--- src/design/floyd_steinberg_rgb565_dither_assert.svh ---
// Assertion macros shared by the dither RTL.
// Included by files that carry concurrent checks; needs nothing else.
`ifndef FLOYD_STEINBERG_RGB565_DITHER_ASSERT_SVH
`define FLOYD_STEINBERG_RGB565_DITHER_ASSERT_SVH

// Same-cycle implication, disabled while reset is asserted.
`define FSD_CHECK(label, clk, rst_n, ante, cons) \
	label: assert property (@(posedge clk) disable iff (!rst_n) (ante) |-> (cons)) \
		else $error("dither check failed");

// Next-cycle implication, disabled while reset is asserted.
`define FSD_CHECK_NEXT(label, clk, rst_n, ante, cons) \
	label: assert property (@(posedge clk) disable iff (!rst_n) (ante) |=> (cons)) \
		else $error("dither check failed");

`endif

--- src/design/fsd_pkg.sv ---
// Shared types, constants and arithmetic helpers for the RGB565 dither.
// No dependencies; used by the front, queue, back end and top level.
`default_nettype none

package fsd_pkg;

	localparam int FRAC_BITS = 16;
	localparam int ERR_W     = 26;
	localparam int PRE_W     = ERR_W + 1;
	localparam int SUM_W     = ERR_W + 2;
	localparam int SH_W      = ERR_W + 3;
	localparam int CFG_W     = 16;
	localparam int WIDTH_W   = 12;
	localparam int HEIGHT_W  = 16;
	localparam int QUEUE_DEPTH = 4;

	localparam logic [WIDTH_W-1:0]  WIDTH_RESET  = 12'd640;
	localparam logic [HEIGHT_W-1:0] HEIGHT_RESET = 16'd480;

	// error shares in sixteenths
	localparam int SHARE_DIV   = 16;
	localparam int SHARE_SHIFT = $clog2(SHARE_DIV);
	localparam logic [3:0] W_RIGHT      = 4'd7;
	localparam logic [3:0] W_BELOW_LEFT = 4'd3;
	localparam logic [3:0] W_BELOW      = 4'd5;
	localparam logic [3:0] W_BELOW_RT   = 4'd1;

	typedef logic signed [ERR_W-1:0] fsd_err_t;

	localparam fsd_err_t TOP_RB = fsd_err_t'(ERR_W'(8'hf8) << FRAC_BITS);
	localparam fsd_err_t TOP_G  = fsd_err_t'(ERR_W'(8'hfc) << FRAC_BITS);

	typedef enum logic {
		REG_IMAGE_WIDTH  = 1'b0,
		REG_IMAGE_HEIGHT = 1'b1
	} fsd_reg_t;

	typedef struct packed {
		logic [7:0] red;
		logic [7:0] green;
		logic [7:0] blue;
	} fsd_rgb_t;

	typedef struct packed {
		logic first_row;
		logic last_row;
		logic last_col;
	} fsd_flags_t;

	typedef struct packed {
		logic [5:0] code;
		fsd_err_t   qe;
	} fsd_quant_t;

	// clamp to the signed error range
	function automatic fsd_err_t fsd_sat(input logic signed [SUM_W-1:0] v);
		logic fits;
		fits = (&v[SUM_W-1:ERR_W-1]) || !(|v[SUM_W-1:ERR_W-1]);
		if (fits)
			return v[ERR_W-1:0];
		else if (v[SUM_W-1])
			return {1'b1, {(ERR_W-1){1'b0}}};
		else
			return {1'b0, {(ERR_W-1){1'b1}}};
	endfunction

	// truncating quantizer; wide selects the 6-bit green code
	function automatic fsd_quant_t fsd_quant(input fsd_err_t old, input logic wide);
		fsd_err_t   top;
		fsd_err_t   nw;
		fsd_quant_t r;
		top = wide ? TOP_G : TOP_RB;
		if (old > top)
			nw = top;
		else if (old > 0)
			nw = old & top;
		else
			nw = '0;
		r.code = wide ? nw[FRAC_BITS+7 -: 6] : {1'b0, nw[FRAC_BITS+7 -: 5]};
		r.qe   = old - nw;
		return r;
	endfunction

	// floor(qe * k / 16)
	function automatic fsd_err_t fsd_share(input fsd_err_t qe, input logic [3:0] k);
		logic signed [SH_W-1:0] a;
		logic signed [SH_W-1:0] b;
		logic signed [SH_W-1:0] p;
		a = SH_W'(qe);
		b = SH_W'(k);
		p = a * b;
		return ERR_W'(p >>> SHARE_SHIFT);
	endfunction

endpackage

`default_nettype wire

--- src/design/fsd_queue.sv ---
// Short register queue between the front end and the back end.
// Uses fsd_pkg for its depth.
`default_nettype none

module fsd_queue #(
	parameter int DW = 8
) (
	input  wire logic          clk,
	input  wire logic          arst_n,
	input  wire logic          push,
	input  wire logic [DW-1:0] wdata,
	input  wire logic          pop,
	output logic               full,
	output logic               nonempty,
	output logic [DW-1:0]      rdata
);
	import fsd_pkg::*;

	localparam int AW = $clog2(QUEUE_DEPTH);

	logic [DW-1:0] slot_q [QUEUE_DEPTH];
	logic [AW-1:0] wr_q;
	logic [AW-1:0] rd_q;
	logic [AW:0]   cnt_q;

	assign full     = (cnt_q == (AW+1)'(QUEUE_DEPTH));
	assign nonempty = (cnt_q != '0);
	assign rdata    = slot_q[rd_q];

	always_ff @(posedge clk) begin
		if (push)
			slot_q[wr_q] <= wdata;
	end

	always_ff @(posedge clk or negedge arst_n) begin
		if (!arst_n) begin
			wr_q  <= '0;
			rd_q  <= '0;
			cnt_q <= '0;
		end else begin
			if (push)
				wr_q <= wr_q + AW'(1);
			if (pop)
				rd_q <= rd_q + AW'(1);
			case ({push, pop})
				2'b10:   cnt_q <= cnt_q + (AW+1)'(1);
				2'b01:   cnt_q <= cnt_q - (AW+1)'(1);
				default: cnt_q <= cnt_q;
			endcase
		end
	end

endmodule

`default_nettype wire

--- config.mk ---
export PLATFORM = sky130hd
export DESIGN_NAME = fsd_queue
export DESIGN_NICKNAME = d
export VERILOG_FILES = /design/src/design/floyd_steinberg_rgb565_dither_assert.svh /design/src/design/fsd_pkg.sv /design/src/design/fsd_queue.sv
export SDC_FILE = /design/constraint.sdc
export NUM_CORES = 1
export LEC_CHECK = 0
export BUFFER_PORTS_ARGS = -buffer_cell sky130_fd_sc_hd__buf_4
export CORE_ASPECT_RATIO = 0.5
export CORE_MARGIN = 3
export CORE_UTILIZATION = 34
export DETAILED_ROUTE_END_ITERATION = 12
export GPL_TIMING_DRIVEN = 1
export PLACE_DENSITY = 0.5
export SETUP_SLACK_MARGIN = 0.5
export SYNTH_ARGS = -nofsm -noshare
export SYNTH_HDL_FRONTEND = slang
export SYNTH_SLANG_ARGS = --single-unit
--- constraint.sdc ---
create_clock -name clk -period 1.8 [get_ports clk]
set_input_delay 0.09 -clock clk [delete_from_list [all_inputs] [get_ports clk]]
set_output_delay 0.09 -clock clk [all_outputs]
set_load 0.01 [all_outputs]
[After elaboration in Yosys (flattened, before gate mapping)]
Memories as Yosys holds them, arrays and structs flattened.
Index checks and enable logic that the tools add are counted.
Storage, ports and cells
  flip-flop bits (word level): 7
  RAM bits: 32
  output and inout port bits: 10
  logic and storage cells: 16
  memories: 1
Cells by class
  add/sub/neg operators: 4
  equal/unequal tests: 3
  muxes and demuxes: 3
  reductions and logical operators: 2
Memory list
  slot_q: words 4, bits a word 8, rd ports 1, clocked after Yosys merged registers in 0, wr ports 1, RTL line fsd_queue.sv:21  | logic [DW-1:0] slot_q [QUEUE_DEPTH];
Operators by type and width (number)
  $pmux W3 S2: 1
  $add A2 B1 Y2 const B: 2
  $add A3 B1 Y3 const B: 1
  $eq A3 B3 Y1 const B: 1
  $reduce_bool A3 Y1: 1
  $sub A3 B1 Y3 const B: 1
  $eq A2 B1 Y1 const B: 1
  $eq A2 B2 Y1 const B: 1
  $mux W1: 2
  $reduce_bool A2 Y1: 1

[Longest topological paths before layout]
  depth in word-level cells: 2
  depth in mapped cells: 6

[Worst setup path before layout]
OpenSTA, ideal clock, no wires.
  path type: register to register
  start: register cnt_q[0]
  end: register cnt_q[2]
  data arrival time: 1.172 ns
  required time: 1.675 ns
  setup slack: 0.503 ns
  stages on the path, launching flop included: 5
  period minus slack after synthesis: 1.297 ns
  cells stage by stage: dfrtp_1 fa_1 xnor2_1 nor2_1 xor2_1
Between the ends
  word-level cells in the longest chain between the ends: 2
Ends and longest elaborated chain
  start: declaration: RTL line fsd_queue.sv:24  | logic [AW:0] cnt_q;
  start signal: assignment: RTL line fsd_queue.sv:46  | 2'b10: cnt_q <= cnt_q + (AW+1)'(1);
  start signal: assignment: RTL line fsd_queue.sv:47  | 2'b01: cnt_q <= cnt_q - (AW+1)'(1);
  start signal: assignment: RTL line fsd_queue.sv:48  | default: cnt_q <= cnt_q;
  $sub A3 B1 Y3 or $add A3 B1 Y3 (tied branches): RTL line fsd_queue.sv:47, fsd_queue.sv:46
  $pmux W3 S2 (*): RTL line fsd_queue.sv:45  | case ({push, pop})
Every way passes the cells marked *; elsewhere a longest branch is shown, timed or not.
A chain may end at the register's enable or synchronous reset.

[Worst setup path in the final report]
  start: register rd_q[0]
  end: output port rdata[1]
Between the ends
  word-level cells in the longest chain between the ends: 1
Ends and longest elaborated chain
  start: declaration: RTL line fsd_queue.sv:23  | logic [AW-1:0] rd_q;
  start signal: assignment: RTL line fsd_queue.sv:44  | rd_q <= rd_q + AW'(1);
  $mem_v2 Z4 W8
  end: declaration: RTL line fsd_queue.sv:15  | output logic [DW-1:0] rdata
Every way passes these cells.

==> results.md <==
- Power Internal: 2.47 mW
- DR DRC count: 0
- Status: completed
- GPL Wtd Cong: 0.651
- Std cell rows: 16
- Max Slew Vio Count: 0
- Mean Syn Cell Area: 20.6 um^2
- Post-synthesis cell area: 1550 um^2
- Flops & latches, synth: 39
- Core footprint: 4120 um^2
- Top routing layer in use: met4
- Total iterations of the first detailed-routing run: 4
- DIE WIDTH: 101 um
- Final instance area: 2080 um^2
- Synthesized instance count: 75
- Psw: 0.894 mW
- Skew-Pair Late Insertion Delay: 0.29 ns
- Period utilization: 0.867
- Hold crit path type: input port to flop
- Number of distinct library cells after synthesis: 17
- Critical Path Fanout Max: 6
- Met3 WL: 130 um
- Sequential share of power: 0.407
- Critical path class: flop to output port
- Nets: 134
- WP depth: 3
- Register Area: 1140 um^2
- Crit path max-delay family: multiplexers
- Final hold slack: 0.0132 ns
- Synth area leader: edfxtp_1
- Critical R2R Capture: cnt_q[2]
- Share of layout cells above drive strength 1: 0.427
- Worst Reg2Reg Path Length in Cells: 4
- Peak Freq: 0.641 GHz
- R2R Setup Slk: 0.47 ns
- Total GRT Usage: 0.108
- First-pass GRT wire length: 4110 um
- Post-Route Skew: 0.00838 ns
- Clock tree buffer depth: 2
- Setup TNS: 0 ns
- Critical path required time: 1.71 ns
- P&R area growth vs syn: 34.9%
- Comb power frac: 0.341
- CTS clock-pin slew for the worst setup and hold paths: 0.07 ns
- Post-Syn Nets: 93
- Crit path time final: 1.56 ns
- Pwr Density: 1610 nW/um^2
- M1 wire length: 1100 um
- # H-tree levels: 2
- CTS tree: yes
- VDD IR max: 0.787 mV
- Slew margin rel.: 0.712
- Worst Path Arrival: 1.47 ns
- Final WL: 2610 um
- Die footprint: 5440 um^2
- Antenna-violating nets left: 0
- Root buffer cell: clkbuf_8
- Area of the multi-input gates: 397 um^2
- Initial antenna violation count: 0
- Via density: 4.60
- Diode count: 0
- Clk sinks: 39
- Placed inst area: 1770 um^2
- Switch share: 0.265
- Top cell type's share of synthesized area: 0.622
- Setup violators final: 0
- Hold Vio Cnt, Final: 0
- Worst slew pin tran: 0.433 ns
- Clock network power share: 0.252
- Wire length on met2: 1350 um
- Leak: 0.787 nW
- CP Launch Type: flop
- # fillers: 352
- CP startpoint: rd_q[0]
- Sequential-to-total area share from yosys stat: 0.735
- DR iter-0 viols: 47
- Warning count from the yosys run: 0
- Die height: 53.7 um
- Critical Path Sink: rdata[1]
- CP Buf/Inv Count: 2
- R2R Path Start: cnt_q[0]
- Largest net degree at the start of global routing: 13
- Num CTS Buffers: 5
- Num ports: 22
- DR vias: 787
- Initial Util: 0.375
- Critical path cell sequence: buf_12 -> mux4_2 -> buf_6
- Vias in the first global route: 823
- Endpoint class of the critical path: output port
- Gr ovfl total: 0
- Max Cap Viol: 0
- Number of port buffers: 21
- Crit path max-delay cell type: mux4_2
- WL per Instance: 15.3 um
- Slowest stage delay, CP: 0.50 ns
- Dominant cells by area after synthesis: edfxtp_1 62%, mux4_2 12%, dfrtp_1 11%
- Unrepaired setup endpoints after global routing: true
[per-stage QoR]
| stage | instances | setup WS (ns) | power, mW | util |
|---|---|---|---|---|
| 6_report | 171 | 0.240 | 3.37 | 0.505 |
| 5_1_grt | 171 | 0.165 | 3.54 | 0.505 |
| 4_1_cts | 170 | 0.218 | 3.38 | 0.502 |
| 3_5_place_dp | 149 | 0.373 | 2.34 | 0.430 |
| 3_3_place_gp | 149 | 0.418 | 2.27 | 0.430 |
| 2_1_floorplan | 75 | 0.503 | 1.92 | - |
[placed cells by master (no fill, tap or decap), types with 2 or more instances in the layout]
cell type	n
edfxtp_1	32
buf_4	17
dlygate4sd3_1	9
buf_6	9
mux4_2	8
dfrtp_1	6
ha_1	5
clkbuf_8	5
inv_1	3
xnor2_1	3
xor2_1	3
and2_4	2
and2_2	2
nand2_1	2
bufinv_16	2
[worst min path at each step]
stage / slack (ns) / startpoint / cells after the start / endpoint
after floorplan: -0.21 / arst_n / 0 / cnt_q[0]
after global placement: -0.09 / arst_n / 1 / cnt_q[1]
after detailed placement: -0.09 / arst_n / 1 / cnt_q[2]
after CTS: 0.003 / pop / 2 / rd_q[0]
after global routing: 0.008 / pop / 2 / rd_q[0]
final: 0.01 / pop / 2 / rd_q[0]
[worst register-to-register path, cell delays in order (launching register included)]
cell and delay, ns:
dfrtp_1 0.43, fa_2 0.41, xnor2_1 0.17, nor2_1 0.07, xor2_1 0.14
[timing repair]
action,4_1_cts,5_1_grt
gates resized for setup,15,3
hold buffers,9,0
hold endpoints to repair,39,0
setup endpoints to repair,43,27
pin swaps,2,0
setup buffers,4,1
[cell usage after synthesis]
cell type	instances
nor3b_1	1
nor2_1	1
ha_1	5
edfxtp_1	32
xnor2_1	3
and2_1	4
or3_1	1
mux4_2	8
mux2_2	1
nand2_1	2
dfrtp_1	7
buf_2	1
inv_1	3
buf_6	1
o21ai_0	1
xor2_1	3
fa_1	1
[per-layer routing]
metal,up-vias,GRT usage
met4,0,0.0331
met1,401,0.121
met5,-,0
li1,365,-
met3,4,0.0479
met2,17,0.189
[flip-flops by register name, summed over array words and instances (netlist names)]
name / cells
slot_q: 32
cnt_q: 3
rd_q: 2
wr_q: 2
[cell families (layout without fill, tap and decap cells)]
logic type / after synthesis / count (layout) / share of synthesized area
AOI/OAI and AO/OA: 1 / 1 / 0.00324
muxes: 9 / 9 / 0.124
adders and majority gates: 6 / 6 / 0.0534
buffers and inverters: 5 / 47 / 0.0178
and+or+nand+nor: 9 / 9 / 0.0324
xor gates and xnor gates: 6 / 6 / 0.0340
DFF: 39 / 39 / 0.735
[power groups by stage]
stage	sequential (mW)	clock, mW	combinational [mW]
floorplan	1.30	0	0.622
global placement	1.37	0	0.892
detailed placement	1.40	0	0.933
CTS	1.37	0.865	1.14
global route	1.39	0.911	1.24
finish	1.37	0.848	1.15
[layout make-up]
class                      instances  area share
tap                               54      0.0324
clock inverter                     2      0.0288
sequential                        39       0.546
timing repair buffer              36       0.163
inverter                           3     0.00540
multi-input combinational         31       0.190
clock buffer                       6      0.0348
Note: power is estimated with default switching activity, not from simulation.
