**config.mk**
```make
export PLATFORM = sky130hd
export DESIGN_NAME = fsd_front
export DESIGN_NICKNAME = d
export VERILOG_FILES = /design/src/design/floyd_steinberg_rgb565_dither_assert.svh /design/src/design/fsd_pkg.sv /design/src/design/fsd_front.sv
export SDC_FILE = /design/constraint.sdc
export NUM_CORES = 1
export LEC_CHECK = 0
export BUFFER_PORTS_ARGS = -buffer_cell sky130_fd_sc_hd__buf_2
export CORE_UTILIZATION = 60
export CTS_BUF_LIST = sky130_fd_sc_hd__clkbuf_8
export DETAILED_ROUTE_END_ITERATION = 10
export PLACE_DENSITY = 0.78
export SLEW_MARGIN = 30
export SYNTH_ARGS = -nofsm -noshare
export SYNTH_HDL_FRONTEND = slang
export SYNTH_SLANG_ARGS = --single-unit
```
**constraint.sdc**
```tcl
create_clock -name clk -period 7.7 [get_ports clk]
set_clock_uncertainty 0.2 [all_clocks]
set_input_delay 1.54 -clock clk [delete_from_list [all_inputs] [get_ports clk]]
set_output_delay 1.54 -clock clk [all_outputs]
set_load 0.005 [all_outputs]
```
**src/design/floyd_steinberg_rgb565_dither_assert.svh**
```systemverilog
// Assertion macros shared by the dither RTL.
// Included by files that carry concurrent checks; needs nothing else.
`ifndef FLOYD_STEINBERG_RGB565_DITHER_ASSERT_SVH
`define FLOYD_STEINBERG_RGB565_DITHER_ASSERT_SVH

// Same-cycle implication, disabled while reset is asserted.
`define FSD_CHECK(label, clk, rst_n, ante, cons) \
	label: assert property (@(posedge clk) disable iff (!rst_n) (ante) |-> (cons)) \
		else $error("dither check failed");

// Next-cycle implication, disabled while reset is asserted.
`define FSD_CHECK_NEXT(label, clk, rst_n, ante, cons) \
	label: assert property (@(posedge clk) disable iff (!rst_n) (ante) |=> (cons)) \
		else $error("dither check failed");

`endif

```
**src/design/fsd_pkg.sv**
```systemverilog
// Shared types, constants and arithmetic helpers for the RGB565 dither.
// No dependencies; used by the front, queue, back end and top level.
`default_nettype none

package fsd_pkg;

	localparam int FRAC_BITS = 16;
	localparam int ERR_W     = 26;
	localparam int PRE_W     = ERR_W + 1;
	localparam int SUM_W     = ERR_W + 2;
	localparam int SH_W      = ERR_W + 3;
	localparam int CFG_W     = 16;
	localparam int WIDTH_W   = 12;
	localparam int HEIGHT_W  = 16;
	localparam int QUEUE_DEPTH = 4;

	localparam logic [WIDTH_W-1:0]  WIDTH_RESET  = 12'd640;
	localparam logic [HEIGHT_W-1:0] HEIGHT_RESET = 16'd480;

	// error shares in sixteenths
	localparam int SHARE_DIV   = 16;
	localparam int SHARE_SHIFT = $clog2(SHARE_DIV);
	localparam logic [3:0] W_RIGHT      = 4'd7;
	localparam logic [3:0] W_BELOW_LEFT = 4'd3;
	localparam logic [3:0] W_BELOW      = 4'd5;
	localparam logic [3:0] W_BELOW_RT   = 4'd1;

	typedef logic signed [ERR_W-1:0] fsd_err_t;

	localparam fsd_err_t TOP_RB = fsd_err_t'(ERR_W'(8'hf8) << FRAC_BITS);
	localparam fsd_err_t TOP_G  = fsd_err_t'(ERR_W'(8'hfc) << FRAC_BITS);

	typedef enum logic {
		REG_IMAGE_WIDTH  = 1'b0,
		REG_IMAGE_HEIGHT = 1'b1
	} fsd_reg_t;

	typedef struct packed {
		logic [7:0] red;
		logic [7:0] green;
		logic [7:0] blue;
	} fsd_rgb_t;

	typedef struct packed {
		logic first_row;
		logic last_row;
		logic last_col;
	} fsd_flags_t;

	typedef struct packed {
		logic [5:0] code;
		fsd_err_t   qe;
	} fsd_quant_t;

	// clamp to the signed error range
	function automatic fsd_err_t fsd_sat(input logic signed [SUM_W-1:0] v);
		logic fits;
		fits = (&v[SUM_W-1:ERR_W-1]) || !(|v[SUM_W-1:ERR_W-1]);
		if (fits)
			return v[ERR_W-1:0];
		else if (v[SUM_W-1])
			return {1'b1, {(ERR_W-1){1'b0}}};
		else
			return {1'b0, {(ERR_W-1){1'b1}}};
	endfunction

	// truncating quantizer; wide selects the 6-bit green code
	function automatic fsd_quant_t fsd_quant(input fsd_err_t old, input logic wide);
		fsd_err_t   top;
		fsd_err_t   nw;
		fsd_quant_t r;
		top = wide ? TOP_G : TOP_RB;
		if (old > top)
			nw = top;
		else if (old > 0)
			nw = old & top;
		else
			nw = '0;
		r.code = wide ? nw[FRAC_BITS+7 -: 6] : {1'b0, nw[FRAC_BITS+7 -: 5]};
		r.qe   = old - nw;
		return r;
	endfunction

	// floor(qe * k / 16)
	function automatic fsd_err_t fsd_share(input fsd_err_t qe, input logic [3:0] k);
		logic signed [SH_W-1:0] a;
		logic signed [SH_W-1:0] b;
		logic signed [SH_W-1:0] p;
		a = SH_W'(qe);
		b = SH_W'(k);
		p = a * b;
		return ERR_W'(p >>> SHARE_SHIFT);
	endfunction

endpackage

`default_nettype wire

```
**src/design/fsd_front.sv**
```systemverilog
// Front end: configuration registers, raster counters, per-pixel flags.
// Uses fsd_pkg; feeds fsd_queue.
`default_nettype none

module fsd_front #(
	parameter int MAX_WIDTH = 2048
) (
	input  wire logic                        clk,
	input  wire logic                        arst_n,
	input  wire logic                        cfg_we,
	input  wire logic                        cfg_index,
	input  wire logic [fsd_pkg::CFG_W-1:0]   cfg_data,
	input  wire logic                        pix_valid,
	input  wire logic                        full,
	output logic                             push,
	output logic [$clog2(MAX_WIDTH)-1:0]     col,
	output fsd_pkg::fsd_flags_t              flags
);
	import fsd_pkg::*;

	localparam int XW = $clog2(MAX_WIDTH);
	localparam int WW = $clog2(MAX_WIDTH + 1);
	localparam int CW = ((WW > WIDTH_W) ? WW : WIDTH_W) + 1;

	logic [WIDTH_W-1:0]  width_q;
	logic [HEIGHT_W-1:0] height_q;
	logic [XW-1:0]       col_q;
	logic [HEIGHT_W-1:0] row_q;
	logic [CW-1:0]       w_cfg;
	logic [CW-1:0]       w_eff;
	logic [CW-1:0]       col_p1;
	logic [HEIGHT_W-1:0] h_eff;
	logic [HEIGHT_W:0]   row_p1;

	always_ff @(posedge clk or negedge arst_n) begin
		if (!arst_n) begin
			width_q  <= WIDTH_RESET;
			height_q <= HEIGHT_RESET;
		end else if (cfg_we) begin
			case (cfg_index)
				REG_IMAGE_WIDTH:  width_q  <= cfg_data[WIDTH_W-1:0];
				REG_IMAGE_HEIGHT: height_q <= cfg_data[HEIGHT_W-1:0];
				default: ;
			endcase
		end
	end

	always_comb begin
		w_cfg  = CW'(width_q);
		if (w_cfg == '0)
			w_eff = CW'(1);
		else if (w_cfg > CW'(MAX_WIDTH))
			w_eff = CW'(MAX_WIDTH);
		else
			w_eff = w_cfg;
		col_p1 = CW'(col_q) + CW'(1);
		h_eff  = (height_q == '0) ? HEIGHT_W'(1) : height_q;
		row_p1 = (HEIGHT_W+1)'(row_q) + (HEIGHT_W+1)'(1);
		flags.first_row = (row_q == '0);
		flags.last_row  = (row_p1 >= (HEIGHT_W+1)'(h_eff));
		flags.last_col  = (col_p1 >= w_eff);
	end

	assign push = pix_valid && !full;
	assign col  = col_q;

	always_ff @(posedge clk or negedge arst_n) begin
		if (!arst_n) begin
			col_q <= '0;
			row_q <= '0;
		end else if (push) begin
			if (flags.last_col) begin
				col_q <= '0;
				row_q <= flags.last_row ? '0 : row_p1[HEIGHT_W-1:0];
			end else begin
				col_q <= col_p1[XW-1:0];
			end
		end
	end

endmodule

`default_nettype wire

```
Yosys cells after proc, flatten, opt, wreduce, memory -nomap -nowiden --
Cells that the tools add are included.
Operators by class: order comparisons 3, multiplexer cells 5, bitwise logic cells 1, reduce and logical (&&, ||, !) cells 8, add/subtract/negate cells 2
Operators by type and width (number):
- $logic_not 16->1 | 2
- $mux 16 | 2
- $mux 12 | 2
- $add 16x1->17 const B | 1
- $ge 17x16->1 | 1
- $ge 12x13->1 | 1
- $add 11x1->12 const B | 1
- $gt 12x12->1 const B | 1
- $logic_not 12->1 | 1
- $mux 11 | 1
- $reduce_and 2->1 | 3
- $logic_and 1x1->1 | 1
- $logic_not 1->1 | 1
- $not 1->1 | 1
Storage, ports and cells: bits of input ports 22, register bits after elaboration 55, word-level logic and storage cells 23

Logic depth before layout (Yosys ltp) --
depth after elaboration 5, depth in mapped cells 15, depth with buffers taken out 13

Worst setup path after synthesis --
Ideal clock, no wire load.
path type flip-flop to output port, start point register row_q[2], end point output port flags[1] (netlist bit), required time 5.960 ns, cell stages (with the launch flop) 11, setup slack 3.516 ns, arrival 2.444 ns, cell sequence dfrtp_1 and3_4 nor3b_4 nand4_2 nor2_2 xor2_1 ha_1 a2111oi_0 o2bb2ai_1 nand3_2 buf_6
RTL lines:
- from (decl) | line fsd_front.sv:28 | logic [HEIGHT_W-1:0] row_q;
- from (signal assigned) | line fsd_front.sv:74 | row_q <= flags.last_row ? '0 : row_p1[HEIGHT_W-1:0];
- to (decl) | line fsd_front.sv:17 | output fsd_pkg::fsd_flags_t flags

==> summary.txt <==
Worst setup path
  – Setup crit end kind: primary output
  – Startpoint types: flip-flop
  – CP Class: reg -> out
  – CP arrival: 3.36 ns
  – CP required: 5.96 ns
  – Crit Path Max Fanout: 12

Clock tree
  – CTS tree: done
  – Post-CTS setup repair buffer count: 0
  – CTS root buf: clkbuf_8
  – CTS Sinks: 55
  – CTS Buf Count: 5
  – CTS Buffer Depth: 2
  – Clk_lat worst skew: 0.32 ns
  – Clock transition at path regs: 0.11 ns
  – Post-cts resize count: 0
  – Hold buffers post-CTS: 0
  – # H-tree levels: 2

GRT
  – Total global routing overflow: 0
  – GRT Total Usage: 0.249
  – Antenna violations before repair: 0
  – First-pass GRT wire length: 12,100 µm
  – Number of global-route vias before repair: 2,581
  – Largest net degree at the start of global routing: 56

Floorplan
  – Num rows: 27
  – Core Area: 5640 µm²
  – Starting density of the core: 0.637
  – Die area: 6310 µm²
  – Die Ht: 79.4 µm
  – Boundary Pins: 37
  – Die X-Extent: 79.4 µm

Logic synthesis
  – Post-Syn Instances: 362
  – Largest cells by area after synthesis: dfrtp_1 (34%), ha_1 (11%), mux2_2 (8.8%)
  – Post-Syn Nets: 415
  – Synthesis Warnings: 0
  – Mapped Area: 3600 µm²
  – Number of synthesized flops with an enable pin: 0
  – Synth cell count leaders: dfrtp_1 (49), nand2_1 (35), ha_1 (31), mux2_2 (28), nor2_1 (25)
  – Seq/Total Area, Yosys: 0.385
  – Syn_area_per_cell: 9.93 µm²
  – Unique masters post-synth: 54
  – Largest area contributor in the netlist: dfrtp_1
  – Async SR Flop Fraction: 1.00
  – Share of the synthesized area in the top cell type: 0.341
  – Top_reg_cell synth: dfrtp_1
  – Flops & latches, synth: 55
  – Most frequent cell after synthesis: dfrtp_1

STA
  – Final worst-path cycle share: 0.663
  – Final WS setup: 2.60 ns
  – Tmin final: 5.10 ns
  – Setup TNS: 0 ns
  – Setup Viol. Count Final: 0
  – RSZ-0062 raised after global routing: false
  – Rel. slew slack: 0.537
  – Hold Vio Cnt, Final: 0
  – Slew Limit Fails: 0
  – Peak Freq: 196 MHz
  – Tightest Pin Transition: 0.694 ns

Cells and area
  – Diodes inserted: 0
  – Final net count: 445
  – Multi-input logic area: 2050 µm²
  – P&R area growth vs syn: 8.49%
  – Sequential standard cell area: 1380 µm²
  – Fill cells: 452
  – Layout cell share with drive strength beyond 1: 0.237

Placement
  – Buffers on Ports: 36
  – DP Wirelength: 5540 µm
  – Gpl congestion: 0.853
  – Worst slack, placed: 2.99 ns

Detailed routing
  – Vias: 2,754
  – Via/cell ratio: 5.92
  – DRT antenna net count: 0
  – Metal3 WL: 250 µm
  – DRT met1 WL: 3700 µm
  – 1st-iter DRT viols: 134
  – Routed len/inst: 15.8 µm
  – Routed wire length: 7340 µm
  – Metal2 WL: 3280 µm
  – Post-route DRC violation count: 0
  – Top layer in use: met4
  – Pre-antenna DRT Iters: 4

Power
  – Internal power: 0.568 mW
  – Power Total: 0.923 mW
  – Sw Pwr: 0.355 mW
  – Sequential Power Share: 0.443
  – Lkg Pwr: 1.94 nW
  – Switching Share: 0.385
  – Clock power frac: 0.192
  – Power per Cell Area: 237 nW/µm²
  – Peak supply drop: 0.000172 V
  – Gate power share: 0.365

Hold path
  – Hold Crit Class: reg -> reg

Status
  – Status: completed

Job
  – Max-cap violations: 0
-- cell usage in the layout (no fill, tap or decap), drive strengths merged, types with 2 or more instances in the layout --
| cell type | instances |
|---|---|
| a21oi | 6 |
| a22o | 14 |
| nand4 | 7 |
| clkbuf | 5 |
| xor2 | 10 |
| dfrtp | 49 |
| mux2 | 29 |
| o21bai | 6 |
| a221o | 3 |
| buf | 37 |
| nand2 | 35 |
| dfstp | 6 |
| clkinv | 2 |
| nor3 | 11 |
| nor4 | 10 |
| nand2b | 6 |
| o21ai | 17 |
| inv | 24 |
| o31ai | 2 |
| nand3 | 14 |
| xnor2 | 12 |
| nor2 | 27 |
| a2111oi | 2 |
| ha | 31 |
| o21a | 2 |
| and3 | 5 |
| nor2b | 4 |
-- power groups by stage --
stage | logic [mW] | clock network [mW] | registers, mW
6_report | 0.336 | 0.177 | 0.409
5_1_grt | 0.380 | 0.194 | 0.419
4_1_cts | 0.336 | 0.179 | 0.409
3_5_place_dp | 0.334 | 0 | 0.414
3_3_place_gp | 0.320 | 0 | 0.410
2_1_floorplan | 0.256 | 0 | 0.391
-- worst paths after layout --
check,from,to,slack [ns],depth (start not counted)
max,col[0],flags[0],2.60,12
max reg2reg,row_q[2],row_q[5],3.89,11
max in group asynchronous,arst_n,col[4],5.70,2
min reg2reg,height_q[0],height_q[0],0.32,1
min in group asynchronous,arst_n,row_q[15],1.14,2
min,height_q[0],height_q[0],0.32,1
-- cells by family (layout without fill, tap and decap cells) --
logic type / Yosys count / count (layout) / synth area share
mux: 29 / 29 / 0.0919
fa+ha+maj: 31 / 31 / 0.108
simple gates: 125 / 125 / 0.190
flops: 55 / 55 / 0.385
compound gates: 63 / 63 / 0.126
xor+xnor: 22 / 22 / 0.0536
buf+inv: 37 / 68 / 0.0456
-- routing by layer --
metal / global-route usage / up-vias
met5: 0 / -
met4: 0.0745 / 0
met3: 0.0457 / 11
li1: - / 1358
met1: 0.361 / 1317
met2: 0.378 / 68
-- per-stage QoR --
| step | cell area [µm²] | instances | hold slack [ns] | util |
|---|---|---|---|---|
| 6_report | 3900 | 465 | 0.319 | 0.692 |
| 5_1_grt | 3900 | 465 | 0.341 | 0.692 |
| 4_1_cts | 3900 | 465 | 0.323 | 0.692 |
| 3_5_place_dp | 3800 | 457 | 0.300 | 0.673 |
| 3_3_place_gp | 3800 | 457 | 0.298 | 0.673 |
| 2_1_floorplan | 3600 | 362 | 0.281 | - |
-- sequential cells by signal, summed over array words and instances (netlist names) --
name      cells
col          11
height_q     16
row_q        16
width_q      12
-- worst max-delay path, stage by stage (launching register included) --
cell and delay [ns]:
dfrtp_1 0.47, ha_1 0.27, nand3_1 0.20, nor2_1 0.28
nand2_1 0.09, nor2_1 0.12, xnor2_1 0.15, inv_1 0.06
ha_1 0.30, and3_1 0.20, o311ai_0 0.15, nand3_1 0.47
buf_2 0.27
-- layout make-up --
| cell class | instances | share of cell area |
|---|---|---|
| timing repair buffer | 37 | 0.0481 |
| inverter | 23 | 0.0221 |
| clock buffer | 5 | 0.0176 |
| clock inverter | 3 | 0.00866 |
| multi-input combinational | 270 | 0.526 |
| sequential | 55 | 0.355 |
| tap | 72 | 0.0231 |
Note: power is estimated with default switching activity, not from simulation.
